`src/lkvc_pkg.sv`:
```
// Shared types and constants of the LRU key-value cache.
`timescale 1ns / 1ps
`default_nettype none
package lkvc_pkg;

  localparam int KEY_W = 32;
  localparam int VAL_W = 32;
  localparam int CFG_W = 5;

  localparam int DEFAULT_MAX_ENTRIES = 16;

  localparam logic [CFG_W-1:0] CAP_RESET  = 5'd16;
  localparam logic             MODE_GET   = 1'b0;
  localparam logic             MODE_SET   = 1'b1;
  localparam logic [VAL_W-1:0] MISS_VALUE = {VAL_W{1'b1}};

  typedef struct packed {
    logic                    mode;
    logic signed [KEY_W-1:0] key;
    logic signed [VAL_W-1:0] value;
  } lkvc_in_t;

  typedef struct packed {
    logic                    hit;
    logic signed [VAL_W-1:0] read_value;
  } lkvc_out_t;

  // Broadcast control from the top level to every cell.
  typedef struct packed {
    logic             cmp;
    logic [KEY_W-1:0] key;
    logic             apply;
    logic             shift_all;
  } lkvc_ctl_t;

endpackage
`default_nettype wire

```
`src/lkvc_cell.sv`:
```
// One storage cell of the recency-ordered chain.
`timescale 1ns / 1ps
`default_nettype none
module lkvc_cell import lkvc_pkg::*; (
  input  wire logic             clk,
  input  wire logic             rst_n,
  input  wire lkvc_ctl_t        ctl,
  input  wire logic             valid_i,
  input  wire logic [KEY_W-1:0] prev_key,
  input  wire logic [VAL_W-1:0] prev_value,
  input  wire logic             sel_in,
  input  wire logic [VAL_W-1:0] acc_in,
  output logic      [KEY_W-1:0] key_o,
  output logic      [VAL_W-1:0] value_o,
  output logic                  sel_out,
  output logic      [VAL_W-1:0] acc_out
);

  logic [KEY_W-1:0] key_r;
  logic [VAL_W-1:0] value_r;
  logic             match_r;
  logic             shift;

  // Match here or in any older cell: this cell takes its younger neighbor.
  assign sel_out = match_r | sel_in;
  assign acc_out = acc_in | (match_r ? value_r : '0);
  assign shift   = ctl.apply & (ctl.shift_all | sel_out);
  assign key_o   = key_r;
  assign value_o = value_r;

  always_ff @(posedge clk) begin
    if (!rst_n) begin
      match_r <= 1'b0;
    end else if (ctl.cmp) begin
      match_r <= valid_i && (key_r == ctl.key);
    end
  end

  always_ff @(posedge clk) begin
    if (shift) begin
      key_r   <= prev_key;
      value_r <= prev_value;
    end
  end

endmodule
`default_nettype wire

```
`src/lru_key_value_cache.sv`:
```
// Top level of the fully associative LRU key-value cache.
`timescale 1ns / 1ps
`default_nettype none
// Usage:
//   Input channel: drive in_data (mode, key, value) and raise start; the
//   transfer happens at a clock edge with start high and busy low.
//   mode get looks the key up; mode set inserts or updates it.
//   Result channel: for each get, out_strobe is high for exactly one cycle
//   with out_data (hit, read_value); a miss returns read_value of all ones.
//   A set produces no result. The receiver cannot stall the block.
//   Configuration: cfg_we with cfg_wdata writes capacity; write it only
//   while the block is idle. Capacity zero acts as one, values above
//   MAX_ENTRIES saturate.
// Timing:
//   The cycle of an item's transfer compares the key in every cell at once;
//   the next (busy high) shifts the chain and updates the fill count. A
//   result appears in the cycle after that. No new item is taken while
//   busy is high; the compare-then-shift sequence through the cell chain
//   sets that limit.
// Reset:
//   rst_n (synchronous, active low) empties the cache and sets capacity to
//   16. No clearing pass is needed since validity follows the fill count.
// Cell 0 holds the most recent entry; valid entries fill cells 0..count-1.
module lru_key_value_cache import lkvc_pkg::*; #(
  parameter int MAX_ENTRIES = DEFAULT_MAX_ENTRIES
) (
  input  wire logic             clk,
  input  wire logic             rst_n,
  input  wire logic             start,
  output logic                  busy,
  input  wire lkvc_in_t         in_data,
  output logic                  out_strobe,
  output lkvc_out_t             out_data,
  input  wire logic             cfg_we,
  input  wire logic [CFG_W-1:0] cfg_wdata
);

  localparam int CNT_W = $clog2(MAX_ENTRIES + 1);
  localparam int EW    = (CNT_W > CFG_W) ? CNT_W : CFG_W;

  logic             busy_r;
  lkvc_in_t         op_r;
  logic [CNT_W-1:0] count_r, count_nxt;
  logic [CFG_W-1:0] cap_r;
  logic             out_strobe_r;
  lkvc_out_t        out_r, out_nxt;

  lkvc_ctl_t        ctl;
  logic             accept;
  logic             hit;
  logic [KEY_W-1:0] head_key;
  logic [VAL_W-1:0] head_value;
  logic [EW-1:0]    cap_ext, eff_cap, count_ext;

  logic [KEY_W-1:0] cell_key   [MAX_ENTRIES];
  logic [VAL_W-1:0] cell_value [MAX_ENTRIES];
  logic             cell_valid [MAX_ENTRIES];
  logic             sel        [MAX_ENTRIES+1];
  logic [VAL_W-1:0] acc        [MAX_ENTRIES+1];

  assign accept = start && !busy_r;
  assign busy   = busy_r;

  // Compare during the transfer cycle, shift during the busy cycle.
  assign hit           = sel[0];
  assign ctl.cmp       = accept;
  assign ctl.key       = in_data.key;
  assign ctl.apply     = busy_r;
  assign ctl.shift_all = (op_r.mode == MODE_SET) && !hit;

  // Head of the chain: new entry on set, the hit entry moved up on get.
  assign head_key   = op_r.key;
  assign head_value = (op_r.mode == MODE_SET) ? op_r.value : acc[0];

  assign sel[MAX_ENTRIES] = 1'b0;
  assign acc[MAX_ENTRIES] = '0;

  for (genvar i = 0; i < MAX_ENTRIES; i++) begin : g_cell
    assign cell_valid[i] = count_r > CNT_W'(i);
    if (i == 0) begin : g_head
      lkvc_cell u_cell (
        .clk       (clk),
        .rst_n     (rst_n),
        .ctl       (ctl),
        .valid_i   (cell_valid[i]),
        .prev_key  (head_key),
        .prev_value(head_value),
        .sel_in    (sel[i+1]),
        .acc_in    (acc[i+1]),
        .key_o     (cell_key[i]),
        .value_o   (cell_value[i]),
        .sel_out   (sel[i]),
        .acc_out   (acc[i])
      );
    end else begin : g_body
      lkvc_cell u_cell (
        .clk       (clk),
        .rst_n     (rst_n),
        .ctl       (ctl),
        .valid_i   (cell_valid[i]),
        .prev_key  (cell_key[i-1]),
        .prev_value(cell_value[i-1]),
        .sel_in    (sel[i+1]),
        .acc_in    (acc[i+1]),
        .key_o     (cell_key[i]),
        .value_o   (cell_value[i]),
        .sel_out   (sel[i]),
        .acc_out   (acc[i])
      );
    end
  end

  // Clamp capacity into 1..MAX_ENTRIES.
  assign cap_ext   = EW'(cap_r);
  assign count_ext = EW'(count_r);
  always_comb begin
    priority if (cap_r == '0) begin
      eff_cap = EW'(1);
    end else if (cap_ext > EW'(MAX_ENTRIES)) begin
      eff_cap = EW'(MAX_ENTRIES);
    end else begin
      eff_cap = cap_ext;
    end
  end

  // Fill count: a set that hits drops and re-inserts, a set that misses
  // evicts the oldest cell (it falls off the end of the shift) when full.
  always_comb begin
    count_nxt = count_r;
    if (busy_r && (op_r.mode == MODE_SET)) begin
      if (hit) begin
        if ((count_ext - EW'(1)) >= eff_cap) begin
          count_nxt = count_r - CNT_W'(1);
        end
      end else if (count_ext < eff_cap) begin
        count_nxt = count_r + CNT_W'(1);
      end
    end
  end

  always_comb begin
    out_nxt.hit        = hit;
    out_nxt.read_value = hit ? acc[0] : MISS_VALUE;
  end

  always_ff @(posedge clk) begin
    if (!rst_n) begin
      busy_r       <= 1'b0;
      count_r      <= '0;
      cap_r        <= CAP_RESET;
      out_strobe_r <= 1'b0;
    end else begin
      busy_r       <= accept;
      count_r      <= count_nxt;
      out_strobe_r <= busy_r && (op_r.mode == MODE_GET);
      if (cfg_we) begin
        cap_r <= cfg_wdata;
      end
    end
  end

  // Payload registers: hold the transfer, advance the result.
  always_ff @(posedge clk) begin
    if (accept) begin
      op_r <= in_data;
    end
    if (busy_r) begin
      out_r <= out_nxt;
    end
  end

  assign out_strobe = out_strobe_r;
  assign out_data   = out_r;

endmodule
`default_nettype wire

```
`config.mk`:
```
export PLATFORM = sky130hd
export DESIGN_NAME = lru_key_value_cache
export DESIGN_NICKNAME = d
export VERILOG_FILES = /design/src/lkvc_pkg.sv /design/src/lkvc_cell.sv /design/src/lru_key_value_cache.sv
export SDC_FILE = /design/constraint.sdc
export NUM_CORES = 1
export LEC_CHECK = 0
export ABC_AREA = 1
export BUFFER_PORTS_ARGS = -buffer_cell sky130_fd_sc_hd__buf_2
export CORE_MARGIN = 2
export CORE_UTILIZATION = 49
export DETAILED_ROUTE_END_ITERATION = 16
export GPL_ROUTABILITY_DRIVEN = 0
export GPL_TIMING_DRIVEN = 0
export PLACE_DENSITY_LB_ADDON = 0.08
export SYNTH_ARGS = -nofsm -noshare
export SYNTH_HDL_FRONTEND = slang
export SYNTH_SLANG_ARGS = --single-unit
```
`constraint.sdc`:
```
create_clock -name clk -period 9.4 [get_ports clk]
set_input_delay 1.88 -clock clk [delete_from_list [all_inputs] [get_ports clk]]
set_output_delay 1.88 -clock clk [all_outputs]
set_load 0.01 [all_outputs]
```
==> reports/metrics.cfg <==
[run_status]
run_status=finished with violations
failed_checks=capacitance limit, slew limit

[clock_network]
clock_insertion_delay_worst_skew_ns=0.73
clock_tree_from_tritoncts=yes
post_cts_sizing=0
cts-buffers-inserted=116
cts-hold-fix-buffers=0
post-cts-setup-buffers=0
clkSlewWorstSetupHoldPaths_ns=0.06
clk_path_buf_depth=3
clockRootBuffer=clkbuf_16
clock_sinks=1150
cts_htree_levels=3

[power]
clock_power_share_pct=42.6
power.share.switching_pct=22.6
internal-power_mw=8.59
leakagePower_nw=17.3
comb_power_share_pct=4.8
power_switching_mw=2.50
vdd_ir_drop_max_mv=0.155
pwr-share-seq_pct=52.6
power_per_cell_area_mw_per_mm2=212

[critical_path]
path_cells=buf_2 -> clkbuf_1 -> inv_1 -> clkbuf_1 -> nand2_1 -> o21ai_0 -> a211oi_1 -> nand4_1 -> a211oi_1 -> nand3_1 -> a21oi_1
critical_path_data_arrival_time_ns=5.22
rr_startpoint=g_cell[10].g_body.u_cell.match_r$_SDFFE_PN0P_
rrSetupSlack_ns=4.95
setup_crit_path_kind=input port to register
r2r_end=g_cell[7].g_body.u_cell.key_o[20]$_DFFE_PP_
worst_path_max_delay_cell=a211oi_1
kind_of_start_point_of_the_critical_path=input port
delay_contributed_by_the_slowest_stage_of_the_critical_path_ns=0.76
nature_of_the_critical_path_endpoint=register
critical_path_peak_fanout=10
timing.reg2reg.worst_path_depth=7
cp_data_required_time_ns=10.06

[yosys]
number_of_warnings_reported_in_the_yosys_synthesis_log=0
postSynth.asyncResetShare_pct=0
leading_cell_type_by_number_of_instances_after_synthesis=edfxtp_1
netlist_top_cells_count=edfxtp_1 (1,122), nand2_1 (444), xor2_1 (197)
synthDistinctLibCells=51
postSynth.topFlopCell=edfxtp_1
synthesized_flop_and_latch_total=1150
synth_top_cell_area_share_pct=74.6
synth_sequential_area_ratio_pct=75.8
synth_edf_count=1122
synth_largest_area_cell=edfxtp_1
syn_nets=3112
syn_inst=3022
syn-mean-instance-area_um2=14.9
synthTopCellsByArea=edfxtp_1 (75%), xor2_1 (3.8%), nand2_1 (3.7%)
syn-cell-area_mm2=0.0452

[cells_and_area]
nFillCells=7269
nets_final=3381
area.growth.synth_to_final_pct=15.7
seq_area_mm2=0.0343
finish.instance_area_mm2=0.0522
area_of_combinational_cells_with_multiple_inputs_mm2=0.00999
layout.cells.non_filler=4581
post_route_cells_drive_above_1_share_pct=11.8

[timing]
max_clock_freq_ghz=0.219
hold_violations=0
skew_ns=0.0369
worst_rel_slew_slack_pct=-1.03
minimum_hold_slack_ns=0.416
timing.final.setup_violations=0
least_setup_slack_across_all_paths_after_layout_ns=4.84
final_period_minus_worst_setup_slack_ns=4.56
layout_worst_path_cycle_share_pct=48.5
max_slew.worst_pin.slew_ns=1.48
report.final.slew_viol_count=1
grt_setup_unrepaired=no

[global_route]
pin_count_of_the_biggest_net_entering_global_routing=50
groute.usage.overall_pct=31.4
antenna_found_initial=5
first_global_vias=28623
grt_first_pass_wirelength_mm=208
global_route.overflow_total=0

[placed_design]
place.port_buffers=107
dp_hpwl_mm=107
preCtsSetupSlack_ns=4.26
postPlaceCellArea_mm2=0.0484
dp_cells=4359

[die]
num_io_pins=109
dieWidth_um=308
core_area_mm2=0.0915
floorplan.die_area_mm2=0.0946
floorplan.initialDensity_pct=49.3
rows=111
die_height_um=308

[detailed_routing]
total_iterations_of_the_first_detailed_routing_run=9
post-route-drc-count=0
viasPerCell=6.36
vias=29136
drt-wirelength-per-cell_um=32.5
ant_nets=0
drt_wl_total_mm=149
drt_iter0_markers=4847

[hold_path]
hold_path_startpoint=head_key[17]$_DFFE_PP_
whs_path_depth=0
timing.hold.worst_endpoint=g_cell[0].g_head.u_cell.key_o[17]$_DFFE_PP_
path_type_of_the_worst_min_delay_path=register to register

[flow_run]
maxCapViolCount=1

==> worst max-delay path, delay by kind of cell <==
family	cells	cell delay, ns
buf+inv	4	1.38
compound gates	4	1.33
simple gates	3	0.62
==> per-layer routing <==
metal	track usage (%)	wire [um]
met1	46.1	60800
met2	45.6	64200
met3	9.07	19200
met4	8.92	4750
met5	0	0
==> cell families after synthesis <==
logic type	Yosys count	synth area share, %
fa+ha+maj	16	0.443
flops	1150	75.8
buf+inv	279	2.42
xor+xnor	271	5.26
compound gates	505	7.94
simple gates	801	8.10
==> registers in the layout (all words and copies together) (netlist names), 15 cells and up <==
register / flops
g_cell.g_head.u_cell.key_o: 32
g_cell.g_body.u_cell.key_o: 480
op_r: 33
head_key: 32
g_cell.g_body.u_cell.match_r: 15
out_data: 33
g_cell.g_body.u_cell.value_o: 480
g_cell.g_head.u_cell.value_o: 32
==> metrics by stage <==
step / utilization, % / total power [mW] / TNS (ns)
after CTS: 57.1 / 11.1 / 0
after global placement: 51.6 / 6.43 / -541.12
after detailed placement: 52.9 / 6.46 / 0
after floorplan: - / 6.18 / 0
after global routing: 57.1 / 11.3 / 0
final: 57.1 / 11.1 / 0
==> power groups by stage <==
stage	Clock [mW]	Combinational, mW	Sequential (mW)
floorplan	0	0.261	5.92
global placement	0	0.459	5.97
detailed placement	0	0.518	5.94
CTS	4.76	0.520	5.83
global route	4.93	0.557	5.84
finish	4.73	0.529	5.84
==> cells in the final DEF (no fill, tap or decap), types with 12 or more instances in the layout <==
cell / n
edfxtp_1: 1122
nand2_1: 444
xor2_1: 197
clkbuf_1: 148
o21ai_0: 132
buf_2: 131
clkbuf_16: 119
inv_1: 107
nor2_1: 98
a221oi_1: 95
nand4_1: 95
a22o_1: 90
xnor2_1: 74
nor4_1: 52
a211oi_1: 46
nand3_1: 43
a21oi_1: 38
o22ai_1: 33
nor3_1: 29
clkinv_1: 28
dfxtp_1: 27
clkinv_2: 25
buf_16: 24
o2111ai_1: 20
or2_2: 20
buf_12: 19
ha_1: 16
buf_1: 15
bufinv_16: 12
==> how the worst max path moves through the flow <==
stage,startpoint,to,slack (ns),cells after the start
after floorplan,busy$_SDFF_PN0_,g_cell[0].g_head.u_cell.key_o[0]$_DFFE_PP_,2.85,2
after global placement,busy$_SDFF_PN0_,g_cell[0].g_head.u_cell.key_o[13]$_DFFE_PP_,-4.17,2
after detailed placement,in_data[44],g_cell[8].g_body.u_cell.match_r$_SDFFE_PN0P_,4.26,8
after CTS,in_data[44],g_cell[8].g_body.u_cell.match_r$_SDFFE_PN0P_,5.02,8
after global routing,in_data[53],g_cell[0].g_head.u_cell.match_r$_SDFFE_PN0P_,4.86,11
final,in_data[39],g_cell[4].g_body.u_cell.match_r$_SDFFE_PN0P_,4.84,11
==> final cells by class <==
cell class | instances | share of cell area [%]
clock buffer | 154 | 6.03
inverter | 121 | 0.893
tap | 1186 | 2.84
antenna | 1 | 0.00479
timing repair buffer | 151 | 3.03
multi-input combinational | 1593 | 19.1
clock inverter | 67 | 1.31
sequential | 1150 | 65.6
buffer | 158 | 1.23
Note: power is estimated with default switching activity, not from simulation.
